===== config.mk =====
export PLATFORM = sky130hd
export DESIGN_NAME = shared_buffer_linked_queues_unit
export DESIGN_NICKNAME = d
export VERILOG_FILES = /design/src/sv/sblq_pkg.sv /design/src/sv/shared_buffer_linked_queues_unit.sv /design/src/sv/sblq_dpath.sv /design/src/sv/sblq_ctrl.sv
export SDC_FILE = /design/constraint.sdc
export NUM_CORES = 1
export LEC_CHECK = 0
export BUFFER_PORTS_ARGS = -buffer_cell sky130_fd_sc_hd__clkbuf_2
export CORE_AREA = 2 2 264 266
export DETAILED_ROUTE_END_ITERATION = 10
export DIE_AREA = 0 0 266 268
export PLACE_DENSITY = 0.65
export SETUP_SLACK_MARGIN = 0.1
export SLEW_MARGIN = 20
export SYNTH_ARGS = -nofsm -noshare
export SYNTH_HDL_FRONTEND = slang
export SYNTH_SLANG_ARGS = --single-unit

===== constraint.sdc =====
create_clock -name clk -period 3.78 [get_ports clk]
set_input_delay 0.189 -clock clk [delete_from_list [all_inputs] [get_ports clk]]
set_output_delay 0.189 -clock clk [all_outputs]
set_load 0.005 [all_outputs]

===== src/sv/sblq_pkg.sv =====
// Package for the shared-buffer linked queues block: sizes, codes, the
// controller/datapath command and status structs and small pointer helpers.
// Depends on nothing; every other file imports it.
package sblq_pkg;

  localparam int ENTRIES    = 16;
  localparam int NUM_QUEUES = 2;
  localparam int DATA_WIDTH = 32;

  localparam int IDX_W = (ENTRIES > 1) ? $clog2(ENTRIES) : 1;
  localparam int PTR_W = $clog2(ENTRIES + 1);
  localparam int QID_W = (NUM_QUEUES > 1) ? $clog2(NUM_QUEUES) : 1;

  typedef logic [PTR_W-1:0]      ptr_t;
  typedef logic [IDX_W-1:0]      idx_t;
  typedef logic [DATA_WIDTH-1:0] word_t;

  // The null pointer is the code one past the last entry.
  localparam ptr_t NULL_PTR = PTR_W'(ENTRIES);

  localparam logic [1:0] MODE_ENQ  = 2'd0;
  localparam logic [1:0] MODE_DEQ  = 2'd1;
  localparam logic [1:0] MODE_PEEK = 2'd2;

  localparam logic [1:0] ST_OK    = 2'd0;
  localparam logic [1:0] ST_FULL  = 2'd1;
  localparam logic [1:0] ST_EMPTY = 2'd2;

  // Link store read address select.
  localparam logic [1:0] RA_FREE = 2'd0;
  localparam logic [1:0] RA_TAIL = 2'd1;
  localparam logic [1:0] RA_RD   = 2'd2;

  // Link store write address select.
  localparam logic WA_PTR  = 1'b0;
  localparam logic WA_TAIL = 1'b1;

  // Link store write data select.
  localparam logic [1:0] WD_PTR  = 2'd0;
  localparam logic [1:0] WD_RD   = 2'd1;
  localparam logic [1:0] WD_FREE = 2'd2;

  typedef struct packed {
    logic       latch_in;
    logic [1:0] rd_sel;
    logic       ptr_ld_free;
    logic       ptr_ld_rd;
    logic       pay_wr;
    logic       link_wr;
    logic       link_wa;
    logic [1:0] link_wd;
    logic       free_ld_rd;
    logic       free_ld_ptr;
    logic       tail_ld_ptr;
    logic       tail_ld_null;
    logic       res_ld;
    logic [1:0] res_status;
    logic       word_clr;
    logic       word_ld;
    logic       out_ld;
  } dp_cmd_t;

  typedef struct packed {
    logic mode_enq;
    logic mode_peek;
    logic mode_bad;
    logic qid_bad;
    logic free_empty;
    logic tail_empty;
    logic head_bad;
    logic head_eq_tail;
  } dp_stat_t;

  function automatic logic is_entry(input ptr_t p);
    return p < NULL_PTR;
  endfunction

  // Link value an entry holds straight after reset: the next entry, or null
  // for the last one.
  function automatic ptr_t link_init(input idx_t i);
    return (32'(i) == ENTRIES - 1) ? NULL_PTR : PTR_W'(32'(i) + 1);
  endfunction

endpackage


===== src/sv/shared_buffer_linked_queues_unit.sv =====
// Top level of the shared-buffer linked queues block.
// Depends on sblq_pkg, sblq_ctrl and sblq_dpath.
//
// Several FIFO queues share one store of ENTRIES entries. Each queue is a
// circular linked list of which only the tail is kept; the tail's link names
// the head. Unused entries sit on a free list. Each item enqueues, dequeues
// or peeks on one queue and produces exactly one result item carrying a status
// (ok, store full, queue empty) and the head word for a successful dequeue or
// peek, zero otherwise. One item is worked on at a time: a new item is not
// accepted until the result of the one before has moved into the output
// register, which waits while the output side stalls. The link store has one
// write and one registered read port, so the chain of dependent link reads
// and write-backs runs one access per cycle. After reset every entry's link
// holds its reset value at once (per-entry valid bits), so no clearing pass
// is needed; the payload store has no reset and an entry is only ever read
// after it has been written.
module shared_buffer_linked_queues_unit (
  input  logic                            clk,
  input  logic                            rst_n,
  input  logic                            in_valid,
  output logic                            in_stall,
  input  logic [1:0]                      in_mode,
  input  logic                            in_queue_id,
  input  logic [sblq_pkg::DATA_WIDTH-1:0] in_payload_in,
  output logic                            out_valid,
  input  logic                            out_stall,
  output logic [1:0]                      out_status,
  output logic [sblq_pkg::DATA_WIDTH-1:0] out_payload_out
);
  import sblq_pkg::*;

  // Command and status between the sequencer and the stores.
  dp_cmd_t  cmd;
  dp_stat_t stat;

  // The controller owns both handshakes and the order of store accesses.
  sblq_ctrl u_ctrl (
    .clk       (clk),
    .rst_n     (rst_n),
    .in_valid  (in_valid),
    .in_stall  (in_stall),
    .out_valid (out_valid),
    .out_stall (out_stall),
    .stat      (stat),
    .cmd       (cmd)
  );

  // The datapath holds the stores, the queue pointers and the result item.
  sblq_dpath u_dpath (
    .clk             (clk),
    .rst_n           (rst_n),
    .cmd             (cmd),
    .stat            (stat),
    .in_mode         (in_mode),
    .in_queue_id     (in_queue_id),
    .in_payload_in   (in_payload_in),
    .out_status      (out_status),
    .out_payload_out (out_payload_out)
  );

endmodule


===== src/sv/sblq_dpath.sv =====
// Datapath of the shared-buffer linked queues: link and payload stores, tail
// and free-list pointers, operand, result and output registers.
// Depends on sblq_pkg; driven by sblq_ctrl through sblq_pkg::dp_cmd_t.
module sblq_dpath (
  input  logic                      clk,
  input  logic                      rst_n,
  input  sblq_pkg::dp_cmd_t         cmd,
  output sblq_pkg::dp_stat_t        stat,
  input  logic [1:0]                in_mode,
  input  logic                      in_queue_id,
  input  logic [sblq_pkg::DATA_WIDTH-1:0] in_payload_in,
  output logic [1:0]                out_status,
  output logic [sblq_pkg::DATA_WIDTH-1:0] out_payload_out
);
  import sblq_pkg::*;

  logic [1:0]   op_mode_r;
  logic         op_qid_r;
  word_t        op_word_r;

  ptr_t         tail_r [NUM_QUEUES];
  ptr_t         free_head_r;
  ptr_t         ptr_r;

  ptr_t         link_mem [ENTRIES];
  word_t        pay_mem  [ENTRIES];
  logic [ENTRIES-1:0] lvalid_r;

  ptr_t         link_q_r;
  ptr_t         dflt_q_r;
  logic         lv_q_r;
  word_t        pay_q_r;

  logic [1:0]   res_status_r;
  word_t        res_word_r;
  logic [1:0]   out_status_r;
  word_t        out_word_r;

  logic [QID_W-1:0] qidx;
  ptr_t         tail_sel;
  ptr_t         rdlink;
  ptr_t         rd_ptr;
  ptr_t         wa_ptr;
  ptr_t         wd;
  idx_t         ra;
  idx_t         wa;

  assign qidx     = QID_W'(op_qid_r);
  assign tail_sel = tail_r[qidx];

  // An entry whose link was never written still holds its reset link.
  assign rdlink = lv_q_r ? link_q_r : dflt_q_r;

  always_comb begin
    case (cmd.rd_sel)
      RA_FREE: rd_ptr = free_head_r;
      RA_TAIL: rd_ptr = tail_sel;
      RA_RD:   rd_ptr = rdlink;
      default: rd_ptr = tail_sel;
    endcase
  end

  always_comb begin
    case (cmd.link_wd)
      WD_PTR:  wd = ptr_r;
      WD_RD:   wd = rdlink;
      WD_FREE: wd = free_head_r;
      default: wd = ptr_r;
    endcase
  end

  assign wa_ptr = (cmd.link_wa == WA_TAIL) ? tail_sel : ptr_r;
  assign ra     = rd_ptr[IDX_W-1:0];
  assign wa     = wa_ptr[IDX_W-1:0];

  assign stat.mode_enq     = (op_mode_r == MODE_ENQ);
  assign stat.mode_peek    = (op_mode_r == MODE_PEEK);
  assign stat.mode_bad     = (op_mode_r != MODE_ENQ) && (op_mode_r != MODE_DEQ) &&
                             (op_mode_r != MODE_PEEK);
  assign stat.qid_bad      = (32'(op_qid_r) >= NUM_QUEUES);
  assign stat.free_empty   = !is_entry(free_head_r);
  assign stat.tail_empty   = !is_entry(tail_sel);
  assign stat.head_bad     = !is_entry(rdlink);
  assign stat.head_eq_tail = (ptr_r == tail_sel);

  // Stores: one write and one registered read per cycle each.
  always_ff @(posedge clk) begin
    if (cmd.link_wr) begin
      link_mem[wa] <= wd;
    end
    if (cmd.pay_wr) begin
      pay_mem[ptr_r[IDX_W-1:0]] <= op_word_r;
    end
    link_q_r <= link_mem[ra];
    dflt_q_r <= link_init(ra);
    lv_q_r   <= lvalid_r[ra];
    pay_q_r  <= pay_mem[ra];
  end

  always_ff @(posedge clk) begin
    if (!rst_n) begin
      lvalid_r    <= '0;
      free_head_r <= '0;
      for (int q = 0; q < NUM_QUEUES; q++) begin
        tail_r[q] <= NULL_PTR;
      end
    end else begin
      if (cmd.link_wr) begin
        lvalid_r[wa] <= 1'b1;
      end
      if (cmd.free_ld_rd) begin
        free_head_r <= rdlink;
      end else if (cmd.free_ld_ptr) begin
        free_head_r <= ptr_r;
      end
      if (cmd.tail_ld_ptr) begin
        tail_r[qidx] <= ptr_r;
      end else if (cmd.tail_ld_null) begin
        tail_r[qidx] <= NULL_PTR;
      end
    end
  end

  always_ff @(posedge clk) begin
    if (cmd.latch_in) begin
      op_mode_r <= in_mode;
      op_qid_r  <= in_queue_id;
      op_word_r <= in_payload_in;
    end
    if (cmd.ptr_ld_free) begin
      ptr_r <= free_head_r;
    end else if (cmd.ptr_ld_rd) begin
      ptr_r <= rdlink;
    end
    if (cmd.res_ld) begin
      res_status_r <= cmd.res_status;
    end
    if (cmd.word_clr) begin
      res_word_r <= '0;
    end else if (cmd.word_ld) begin
      res_word_r <= pay_q_r;
    end
    if (cmd.out_ld) begin
      out_status_r <= res_status_r;
      out_word_r   <= res_word_r;
    end
  end

  assign out_status      = out_status_r;
  assign out_payload_out = out_word_r;

  a_free_range: assert property (@(posedge clk) disable iff (!rst_n)
    free_head_r <= NULL_PTR)
    else $error("free-list head holds neither an entry nor null");

  a_tail_write: assert property (@(posedge clk) disable iff (!rst_n)
    (cmd.link_wr && cmd.link_wa == WA_TAIL) |-> is_entry(tail_sel))
    else $error("link write through an empty tail pointer");

  a_pay_write: assert property (@(posedge clk) disable iff (!rst_n)
    cmd.pay_wr |-> is_entry(ptr_r))
    else $error("payload write to a null entry");

endmodule


===== src/sv/sblq_ctrl.sv =====
// Controller of the shared-buffer linked queues: sequences each operation
// over the stores, one write and one registered read a cycle, and runs both handshakes.
// Depends on sblq_pkg; commands sblq_dpath through sblq_pkg::dp_cmd_t.
module sblq_ctrl (
  input  logic                clk,
  input  logic                rst_n,
  input  logic                in_valid,
  output logic                in_stall,
  output logic                out_valid,
  input  logic                out_stall,
  input  sblq_pkg::dp_stat_t  stat,
  output sblq_pkg::dp_cmd_t   cmd
);
  import sblq_pkg::*;

  localparam logic [3:0] S_IDLE = 4'd0;
  localparam logic [3:0] S_DEC  = 4'd1;
  localparam logic [3:0] S_E1   = 4'd2;
  localparam logic [3:0] S_E2   = 4'd3;
  localparam logic [3:0] S_E3   = 4'd4;
  localparam logic [3:0] S_D1   = 4'd5;
  localparam logic [3:0] S_D2   = 4'd6;
  localparam logic [3:0] S_D3   = 4'd7;
  localparam logic [3:0] S_DONE = 4'd8;

  logic [3:0] state_r, state_nxt;
  logic       out_valid_r, out_valid_nxt;

  assign in_stall  = (state_r != S_IDLE);
  assign out_valid = out_valid_r;

  always_comb begin
    cmd        = '0;
    cmd.rd_sel = RA_TAIL;
    state_nxt  = state_r;
    case (state_r)
      S_IDLE: begin
        if (in_valid) begin
          cmd.latch_in = 1'b1;
          state_nxt    = S_DEC;
        end
      end
      S_DEC: begin
        cmd.word_clr   = 1'b1;
        cmd.res_ld     = 1'b1;
        cmd.res_status = ST_OK;
        if (stat.mode_bad) begin
          state_nxt = S_DONE;
        end else if (stat.qid_bad) begin
          cmd.res_status = stat.mode_enq ? ST_FULL : ST_EMPTY;
          state_nxt      = S_DONE;
        end else if (stat.mode_enq) begin
          if (stat.free_empty) begin
            cmd.res_status = ST_FULL;
            state_nxt      = S_DONE;
          end else begin
            cmd.rd_sel      = RA_FREE;
            cmd.ptr_ld_free = 1'b1;
            state_nxt       = S_E1;
          end
        end else if (stat.tail_empty) begin
          cmd.res_status = ST_EMPTY;
          state_nxt      = S_DONE;
        end else begin
          cmd.rd_sel = RA_TAIL;
          state_nxt  = S_D1;
        end
      end
      S_E1: begin
        cmd.free_ld_rd = 1'b1;
        cmd.pay_wr     = 1'b1;
        if (stat.tail_empty) begin
          cmd.link_wr     = 1'b1;
          cmd.link_wa     = WA_PTR;
          cmd.link_wd     = WD_PTR;
          cmd.tail_ld_ptr = 1'b1;
          state_nxt       = S_DONE;
        end else begin
          cmd.rd_sel = RA_TAIL;
          state_nxt  = S_E2;
        end
      end
      S_E2: begin
        cmd.link_wr = 1'b1;
        cmd.link_wa = WA_PTR;
        cmd.link_wd = WD_RD;
        state_nxt   = S_E3;
      end
      S_E3: begin
        cmd.link_wr     = 1'b1;
        cmd.link_wa     = WA_TAIL;
        cmd.link_wd     = WD_PTR;
        cmd.tail_ld_ptr = 1'b1;
        state_nxt       = S_DONE;
      end
      S_D1: begin
        if (stat.head_bad) begin
          cmd.res_ld     = 1'b1;
          cmd.res_status = ST_EMPTY;
          state_nxt      = S_DONE;
        end else begin
          cmd.ptr_ld_rd = 1'b1;
          cmd.rd_sel    = RA_RD;
          state_nxt     = S_D2;
        end
      end
      S_D2: begin
        cmd.word_ld = 1'b1;
        if (stat.mode_peek) begin
          state_nxt = S_DONE;
        end else begin
          if (stat.head_eq_tail) begin
            cmd.tail_ld_null = 1'b1;
          end else begin
            cmd.link_wr = 1'b1;
            cmd.link_wa = WA_TAIL;
            cmd.link_wd = WD_RD;
          end
          state_nxt = S_D3;
        end
      end
      S_D3: begin
        cmd.link_wr     = 1'b1;
        cmd.link_wa     = WA_PTR;
        cmd.link_wd     = WD_FREE;
        cmd.free_ld_ptr = 1'b1;
        state_nxt       = S_DONE;
      end
      S_DONE: begin
        if (!out_valid_r || !out_stall) begin
          cmd.out_ld = 1'b1;
          state_nxt  = S_IDLE;
        end
      end
      default: begin
        state_nxt = S_IDLE;
      end
    endcase
  end

  assign out_valid_nxt = cmd.out_ld ? 1'b1 : (out_valid_r && out_stall);

  always_ff @(posedge clk) begin
    if (!rst_n) begin
      state_r     <= S_IDLE;
      out_valid_r <= 1'b0;
    end else begin
      state_r     <= state_nxt;
      out_valid_r <= out_valid_nxt;
    end
  end

  a_accept_decodes: assert property (@(posedge clk) disable iff (!rst_n)
    (in_valid && !in_stall) |=> state_r == S_DEC)
    else $error("accepted item was not decoded next cycle");

  a_result_from_done: assert property (@(posedge clk) disable iff (!rst_n)
    cmd.out_ld |-> (state_r == S_DONE && !(out_valid_r && out_stall)))
    else $error("output register loaded over a waiting result");

  a_one_in_flight: assert property (@(posedge clk) disable iff (!rst_n)
    (state_r != S_IDLE) |-> in_stall)
    else $error("input taken while an item is in progress");

endmodule


=== Word-level counts from Yosys, hierarchy flattened ===
Memory sizes are Yosys's and may differ from the RTL's. A register that Yosys moved wholly into a read port is not among the register bits.
Cells that the tools add are included.

* $add $sub $neg: 1
* Magnitude comparators: 6
* Equal/unequal tests: 18
* Mux-type cells: 72
* Bitwise operators: 2
* Reductions and logical operators: 17

{| class="wikitable"
|+ Operators with widths
! cell !! number
|-
| two-way mux 4 bit || 13
|-
| two-way mux 1 bit || 36
|-
| two-way mux 5 bit || 7
|-
| one-hot mux 4 bit (8 select lines) || 1
|-
| one-hot mux 4 bit (5 select lines) || 1
|-
| equality test 4 x 3 -> 1 bit, second input constant || 4
|-
| bitwise OR 16 bit || 1
|-
| < comparator 5 bit, second input constant || 3
|-
| < comparator 4 x 5 -> 1 bit, second input constant || 2
|-
| two-way mux 2 bit || 5
|-
| one-hot mux 5 bit (2 select lines) || 1
|-
| equality test 4 x 2 -> 1 bit, second input constant || 2
|-
| equality test 4 bit, second input constant || 2
|-
| one-hot mux 4 bit (2 select lines) || 1
|-
| equality test 2 bit, second input constant || 3
|-
| two-way mux 3 bit || 2
|-
| one-hot mux 3 bit (2 select lines) || 1
|-
| nonzero test 2 bit || 3
|-
| adder 4 x 1 -> 5 bit, second input constant || 1
|-
| equality test 5 bit || 1
|-
| OR reduction 5 bit || 1
|-
| binary-select mux 1 bit (select 4 bit) || 1
|-
| demux 1 bit (select 4 bit) || 1
|-
| equality test 4 x 1 -> 1 bit, second input constant || 1
|-
| other kinds (15) || 22
|}

* Register bits: 140
* Memory bits (writable): 602
* Bits of input ports: 39
* Output and inout port bits: 36
* Word-level logic and storage cells: 133
* Memories: 3

{| class="wikitable"
|+ Memory list
! memory !! words !! bits a word !! read ports !! clocked after memory_dff !! wr ports !! line !! source
|-
| u_dpath.pay_mem || 16 || 32 || 1 || 1 || 1 || sblq_dpath.sv:26 || <nowiki>word_t pay_mem [ENTRIES];</nowiki>
|-
| u_dpath.link_mem || 16 || 5 || 1 || 1 || 1 || sblq_dpath.sv:25 || <nowiki>ptr_t link_mem [ENTRIES];</nowiki>
|-
| u_dpath.tail_r || 2 || 5 || 1 || 1 || 2 || sblq_dpath.sv:21 || <nowiki>ptr_t tail_r [NUM_QUEUES];</nowiki>
|}

=== Longest topological paths before layout ===
Gate-level depths: netlist (run 1).

* Depth after elaboration: 11
* Gate-level depth with buffers: 10
* Gate-level depth less buffers: 9

=== Modules after synthesis ===
Synthesis (run 1) repeated with hierarchy kept, for this count alone.

* Cell total of the unflattened synthesis: 2398
* Area total of the unflattened synthesis: 32705.1 um2

{| class="wikitable"
|+ Modules (own cells, without submodules)
! module !! times used !! cells an instance !! area each (um2) !! sequential area each (um2)
|-
| sblq_dpath || 1 || 2313 || 32090.8 || 22301.4
|-
| sblq_ctrl || 1 || 85 || 614.3 || 100.1
|}

=== Worst setup path before layout (run 1) ===
No wires, ideal clock.

* Path kind: reg-to-reg
* Start point: reg u_ctrl.state_r[1]
* End point: mem u_dpath.pay_mem[7][0] (netlist bit) (enable)
* Setup time: 421 ps
* Arrival time: 2959 ps
* Required time: 3359 ps
* Path slack: 400 ps
* Cell stages (with the launch flop): 6
* Path buffers: 1
* Clock period less this slack: 3380 ps
* Cell sequence: dfxtp_1 clkbuf_1 nand2b_1 nor3_1 nand3_1 nor2_1

* Cells in the longest elaborated chain, start to end: 4

{| class="wikitable"
|+ RTL lines
! item !! line !! source
|-
| from (decl) || sblq_ctrl.sv:26 || <nowiki>logic [3:0] state_r, state_nxt;</nowiki>
|-
| from (signal assigned) || sblq_ctrl.sv:148 || <nowiki>state_r <= state_nxt;</nowiki>
|-
| equality test 4 x 2 -> 1 bit || sblq_ctrl.sv:36 || <nowiki>case (state_r)</nowiki>
|-
| two-way mux 1 bit || sblq_ctrl.sv:36 ||
|-
| two-way mux 1 bit || sblq_dpath.sv:91 || <nowiki>if (cmd.pay_wr) begin</nowiki>
|-
| two-way mux 1 bit (not written as such) || sblq_dpath.sv:92 || <nowiki>pay_mem[ptr_r[IDX_W-1:0]] <= op_word_r;</nowiki>
|-
| to (decl) || sblq_dpath.sv:26 ||
|}

Every way passes these cells.

=== Final worst setup path (run 1) ===
* Start point: reg u_ctrl.state_r[0]
* End point: reg u_dpath.pay_q_r[2] (read register of u_dpath.pay_mem)

* Cells in the longest elaborated chain, start to end: 4
* Elaborated cells between the ends (all ways): 6
* Classes of those cells: 3 x eq/ne; 2 x mux; 1 x reduce/logical

{| class="wikitable"
|+ RTL lines
! item !! line !! source
|-
| equality test 4 x 3 -> 1 bit or equality test 4 x 1 -> 1 bit (tied branches) || sblq_ctrl.sv:36 ||
|-
| one-hot mux 2 bit (2 select lines) (*) || sblq_ctrl.sv:36 ||
|-
| equality test 2 bit or zero test 2 bit (tied branches) || sblq_dpath.sv:55 || <nowiki>case (cmd.rd_sel)</nowiki>
|-
| one-hot mux 4 bit (2 select lines) (*) || sblq_dpath.sv:55 ||
|-
| to (decl) || sblq_dpath.sv:32 || <nowiki>word_t pay_q_r;</nowiki>
|}

Every way passes the cells marked *; elsewhere a longest branch is shown, timed or not.
A chain may end at the register's enable or synchronous reset.

==> impl_metrics.py, run 1 <==
metrics = {
    "setup_path": {
        "critPathKind": "flip-flop to flip-flop",
        "critPathMostFrequentCell": "buf_4",
        "end_kind": "flip-flop",
        "cp_num_buf_inv": 3,
        "worstSetupStartpointType": "flip-flop",
        "critPathRequiredTime_ns": 4.28,
        "crit_chain": "nor4bb_1, a22oi_1, buf_4, a221oi_4, buf_4, buf_12, mux4_2, a22o_1, a211o_1",
        "crit_arrival_ns": 3.87,
        "crit_fanout": 45,
        "slowest_delay_ns": 0.60,
        "path_delay_family": "compound AO/OA/AOI/OAI gates",
        "crit_slowest_cell": "dfxtp_1",
    },
    "route": {
        "drt-total-wl_mm": 65.8,
        "ant_nets": 0,
        "top_layer_used": "met4",
        "vias_per_cell": 5.61,
        "met2_length_mm": 32.5,
        "drt_iter0_drc": 1309,
        "route.vias.total": 14800,
        "drtPass1Iterations": 5,
        "wl_met1_mm": 27.6,
        "wl_per_cell_um": 25.0,
        "dr_wl_met3_mm": 4.11,
        "drc": 0,
    },
    "synthesis": {
        "synth_top_area_cell": "edfxtp_1",
        "yosys_warnings": 0,
        "synth_area_leaders": "edfxtp_1 70%, mux4_2 12%, dfxtp_1 7.0%",
        "ys.flop_type": "edfxtp_1",
        "syn-num-nets": 1539,
        "synthesis.instances": 1497,
        "seq_area_frac_synth_pct": 76.9,
        "avgSynthCellArea_um2": 19.5,
        "ys_types": 49,
        "synth_area_um2": 29100,
        "ys_ff_latch": 780,
        "synthArstFlopShare_pct": 0,
        "synth_edf_count": 678,
        "netlist.area_leader.share_pct": 69.9,
        "yosysMostFrequentCell": "edfxtp_1",
        "synth_common_cells": "678 x edfxtp_1, 152 x mux4_2, 102 x dfxtp_1, 102 x nand2_1, 56 x a21oi_1",
    },
    "timing": {
        "post-route-min-period_ns": 3.37,
        "final-setup-viol-count": 0,
        "worst_slack_ns": 0.410,
        "relSlewSlack_pct": 33.3,
        "report.final.slew_viol_count": 0,
        "worst_pin_slew_ns": 0.997,
        "skew_ns": 0.0354,
        "hold_violations": 0,
        "clock.fmax_ghz": 0.297,
        "fin_crit_sh_pct": 89.1,
        "fin_hold_ws_ns": 0.0665,
        "rsz0062_at_grt": "false",
        "setup_tns_ns": 0,
    },
    "placement": {
        "place_area_um2": 31100,
        "place_ws_ns": 0.144,
        "globalplace.congestion": 0.880,
        "io_buffers": 74,
        "post-dp-hpwl_mm": 35.4,
        "dp.cells": 2448,
    },
    "power_and_ir_drop": {
        "p_comb_share_pct": 8.4,
        "max-vdd-ir-drop_mv": 0.369,
        "p_seq_share_pct": 51.2,
        "powerDensity_nw_per_um2": 565,
        "internal_power_mw": 15.0,
        "p_switching_mw": 4.36,
        "clockPowerShare_pct": 40.4,
        "p_leak_nw": 11.3,
        "swShare_pct": 22.6,
    },
    "layout": {
        "instances_no_fill": 2631,
        "final_nets": 1726,
        "drive_gt1_share_pct": 26.5,
        "diodes": 0,
        "stdcell_area_um2": 34200,
        "area_growth_pct": 17.3,
    },
    "die": {
        "die_w_um": 266,
        "core_area_um2": 68200,
        "dieArea_um2": 71300,
        "fp.dieH_um": 268,
        "start_util_pct": 42.7,
        "rows": 96,
        "io_pins": 75,
    },
    "global_routing": {
        "grt_antenna_before_repair": 2,
        "overflow": 0,
        "grt_pass1_vias": 15200,
        "grt_max_degree": 46,
        "grt_pass1_wl_mm": 97.3,
        "grt_usage_pct": 18.7,
    },
    "run_status": {
        "status": "completed",
    },
    "clock_tree": {
        "clockBufferDepth": 3,
        "cts_buffers": 80,
        "cts_sinks": 780,
        "clock_latency_ns": 0.63,
        "cts.clk_slew.worst_paths_ns": 0.06,
        "cts_tree": "done",
        "ctsHtreeMaxLevel": 3,
        "cts_root_buffer": "clkbuf_16",
    },
    "hold_path": {
        "hold_path_class": "input port to flip-flop",
    },
    "job": {
        "cap_viol_max_count": 0,
    },
}
==> placed cells by master, fill, tap and decap left out, types with 4 or more instances in the layout <==
cell type,instances
a211o_1,39
a21oi_1,52
a221oi_1,4
a22o_1,39
a22oi_1,5
and2_1,42
buf_12,11
buf_4,59
bufinv_16,5
clkbuf_1,18
clkbuf_16,80
clkbuf_2,74
clkbuf_8,11
clkinv_1,6
clkinv_2,13
clkinvlp_4,5
dfxtp_1,102
dlygate4sd3_1,36
edfxtp_1,678
inv_1,12
inv_6,4
mux2_2,8
mux2i_1,10
mux4_2,152
nand2_1,102
nand2b_1,4
nand3_1,7
nor2_1,38
nor2_4,17
nor2b_1,4
nor3_1,14
o21ai_0,21
o21ai_1,4
o31ai_1,14
or3_1,5
xnor2_1,6
==> power by group through the flow <==
stage / combinational [mW] / sequential (mW) / clock, mW
6_report: 1.63 / 9.88 / 7.81
5_1_grt: 1.75 / 9.91 / 8.31
4_1_cts: 1.65 / 9.87 / 7.95
3_5_place_dp: 1.61 / 10.1 / 0
3_3_place_gp: 1.60 / 10.0 / 0
2_1_floorplan: 1.13 / 9.94 / 0
==> worst paths after layout <==
check | end | cells after the start | slack [ns] | from
max | u_dpath.pay_q_r[2] | 9 | 0.41 | u_ctrl.state_r[0]
min reg2reg | u_dpath.out_payload_out[9] | 0 | 0.42 | u_dpath.res_word_r[9]
max reg2reg | u_dpath.pay_q_r[2] | 9 | 0.41 | u_ctrl.state_r[0]
min | u_dpath.lvalid_r[6] | 3 | 0.07 | rst_n
==> per-layer routing <==
metal,vias to the layer above,track usage (%)
met3,98,3.12
met2,507,31.2
met1,7721,25.2
met5,-,0
met4,0,6.27
li1,6427,-
==> final cells by class <==
type                            instances  area (um2)
Fill cell                            5399       34100
Sequential cell                       780       22400
Multi-Input combinational cell        630        6570
Clock buffer                          109        2220
Timing Repair Buffer                  180        1390
Tap cell                              882        1100
Clock inverter                         38         423
Inverter                               12        45.0
==> worst reg2reg max path: cells and delay by family (launching register included) <==
family                 cells  cell delay (ns)
and+or+nand+nor            1             0.37
buffers and inverters      3             0.82
AOI/OAI and AO/OA          4             0.90
DFF                        1             0.60
muxes                      1             0.56
==> flip-flops by register name, summed over array words and instances (netlist names), named ones only <==
signal	count
u_dpath.pay_mem	512
u_dpath.link_mem	80
u_dpath.op_word_r	32
u_dpath.out_payload_out	32
u_dpath.pay_q_r	32
u_dpath.res_word_r	32
u_dpath.lvalid_r	16
u_dpath.tail_r	10
u_dpath.dflt_q_r	5
u_dpath.free_head_r	5
u_dpath.link_q_r	5
u_dpath.ptr_r	5
u_ctrl.state_r	4
u_dpath.op_mode_r	2
u_dpath.out_status	2
u_dpath.res_status_r	2
u_ctrl.out_valid	1
u_dpath.lv_q_r	1
u_dpath.op_qid_r	1
==> through the flow <==
stage	total power [mW]	utilization, %
4_1_cts	19.5	50.0
3_3_place_gp	11.6	45.6
2_1_floorplan	11.1	-
6_report	19.3	50.1
5_1_grt	20.0	50.1
3_5_place_dp	11.7	45.6
==> kinds of logic after synthesis <==
logic type               Yosys count  synth area share (%)
flip-flops                       780                  76.9
AND/OR/NAND/NOR                  252                  4.16
AO/OA/AOI/OAI                    198                  4.82
multiplexers                     170                  12.4
buffers and inverters             87                  1.38
XOR/XNOR                           7                 0.210
adder cells (fa/ha/maj)            3                 0.129
==> repair_timing <==
item	4_1_cts	5_1_grt
hold endpoints to repair	37	0
resized for setup	0	1
buffers inserted	0	0
endpoints found under the setup margin	0	10
hold buffers	36	0
Note: power is estimated with default switching activity, not from simulation.
==> run 2, diff against run 1 <==
- CTS_BUF_LIST: unset -> sky130_fd_sc_hd__clkbuf_2
==> run 2 against run 1 <==
  * Cell area is 0.42% lower
  * Clock power fell by 28%
  * Via count up 6.5%
  * Worst setup slack worse by 0.017 ns
  * Largest power group unchanged
  * Highest routed layer unchanged
==> impl_metrics.py, run 2 (synthesis results as in run 1) <==
metrics = {
    "route": {
        "vias_per_cell": 5.42,
        "drt_iter0_drc": 1440,
        "drt-total-wl_mm": 67.0,
        "ant_nets": 0,
        "wl_per_cell_um": 23.1,
        "drc": 0,
        "drtPass1Iterations": 5,
        "route.vias.total": 15700,
    },
    "layout": {
        "final_nets": 1901,
        "area_growth_pct": 16.8,
        "drive_gt1_share_pct": 32.5,
        "final_common_cell": "edfxtp_1",
        "final_cell_mix": "678 x edfxtp_1, 367 x clkbuf_2, 152 x mux4_2, 103 x dlygate4sd3_1, 102 x nand2_1",
        "largest_reg_flops": 512,
    },
    "setup_path": {
        "crit_fanout": 45,
        "slowest_delay_ns": 0.55,
        "critPathKind": "flip-flop to flip-flop",
        "critPathMostFrequentCell": "buf_4",
        "critPathRequiredTime_ns": 4.98,
        "crit_chain": "nor4bb_1, a22oi_1, buf_4, a221oi_4, buf_4, buf_12, mux4_2, a22o_1, a211o_1",
        "path_delay_family": "compound AO/OA/AOI/OAI gates",
        "worstSetupStartpointType": "flip-flop",
        "crit_slowest_cell": "mux4_2",
        "cp_num_buf_inv": 3,
        "end_kind": "flip-flop",
        "crit_arrival_ns": 4.59,
    },
    "power_and_ir_drop": {
        "finalPower_mw": 17.2,
        "p_leak_nw": 11.6,
        "max-vdd-ir-drop_mv": 0.392,
        "powerDensity_nw_per_um2": 506,
    },
    "timing": {
        "setup_tns_ns": 0,
        "final-setup-viol-count": 0,
        "rsz0062_at_grt": "false",
        "hold_violations": 0,
        "report.final.slew_viol_count": 0,
        "fin_crit_sh_pct": 89.6,
        "skew_ns": 0.111,
        "relSlewSlack_pct": 35.2,
        "post-route-min-period_ns": 3.39,
        "worst_pin_slew_ns": 0.969,
        "clock.fmax_ghz": 0.295,
    },
    "global_routing": {
        "grt_usage_pct": 19.2,
        "grt_pass1_vias": 16400,
        "grt_antenna_before_repair": 4,
        "grt_max_degree": 46,
        "grt_pass1_wl_mm": 99.7,
        "overflow": 0,
    },
    "placement": {
        "post-dp-hpwl_mm": 35.4,
        "io_buffers": 74,
        "globalplace.congestion": 0.880,
    },
    "clock_tree": {
        "cts_root_buffer": "clkbuf_2",
        "cts_buffers": 188,
        "clockBufferDepth": 3,
        "cts_sinks": 780,
        "cts_tree": "done",
        "clock_latency_ns": 1.42,
        "cts.clk_slew.worst_paths_ns": 0.11,
        "ctsHtreeMaxLevel": 4,
    },
    "die": {
        "die_w_um": 266,
        "start_util_pct": 42.7,
        "rows": 96,
        "dieArea_um2": 71300,
        "core_area_um2": 68200,
        "io_pins": 75,
        "fp.dieH_um": 268,
    },
    "job": {
        "cap_viol_max_count": 0,
    },
    "hold_path": {
        "hold_path_class": "input port to flip-flop",
    },
    "run_status": {
        "status": "completed",
    },
}
run 2: worst min-delay path: stages:
cell           delay, ns
dlygate4sd3_1       0.53
clkbuf_2            0.11
dlygate4sd3_1       0.57
run 2: layer usage:
| metal | up-vias | part of all wire [%] | GRT usage, % | wire [um] |
|---|---|---|---|---|
| met5 | - | 0 | 0 | 0 |
| met4 | 0 | 2.5 | 8.05 | 1680 |
| met3 | 118 | 6.0 | 4.40 | 4050 |
| met2 | 571 | 50 | 31.6 | 33200 |
| met1 | 8108 | 42 | 24.8 | 28000 |
| li1 | 6920 | - | - | - |
run 2: metrics by stage:
stage                     util [%]  setup slack (ns)  area, um2  instances  hold WS (ns)
after floorplan                  -             0.400      29100       1497         0.288
after global placement        45.6             0.385      31100       2448         0.366
after detailed placement      45.6             0.144      31100       2448         0.368
after CTS                     49.8             0.177      34000       2897       0.00214
after global routing          49.9             0.169      34000       2900        0.0321
final                         49.9             0.393      34000       2900         0.125
run 2: final timing paths:
check,endpoint,depth (start not counted),slack (ns),from
max,u_dpath.pay_q_r[9],9,0.39,u_ctrl.state_r[3]
min,u_dpath.op_word_r[23],3,0.13,in_payload_in[23]
max reg2reg,u_dpath.pay_q_r[9],9,0.39,u_ctrl.state_r[3]
min reg2reg,u_dpath.out_payload_out[9],0,0.33,u_dpath.res_word_r[9]
run 2: layout make-up:
class,count,area [um2]
diodes,3,7.51
clock buffers,293,1470
clock inverters,53,354
fillers,5639,34200
inverters,12,45.0
multi-input cells,630,6570
flip-flops and latches,780,22400
well taps,882,1100
repair buffers,247,2060
run 2: timing repair:
item | in CTS | in global routing
buffers inserted | 0 | 0
endpoints found under the setup margin | 0 | 10
gates resized for setup | 0 | 2
hold endpoints to repair | 151 | 0
hold buffers | 103 | 0
run 2: power by group:
part	internal [mW]	switching, mW
combinational	0.842	0.833
sequential	9.63	0.233
clock	2.31	3.35
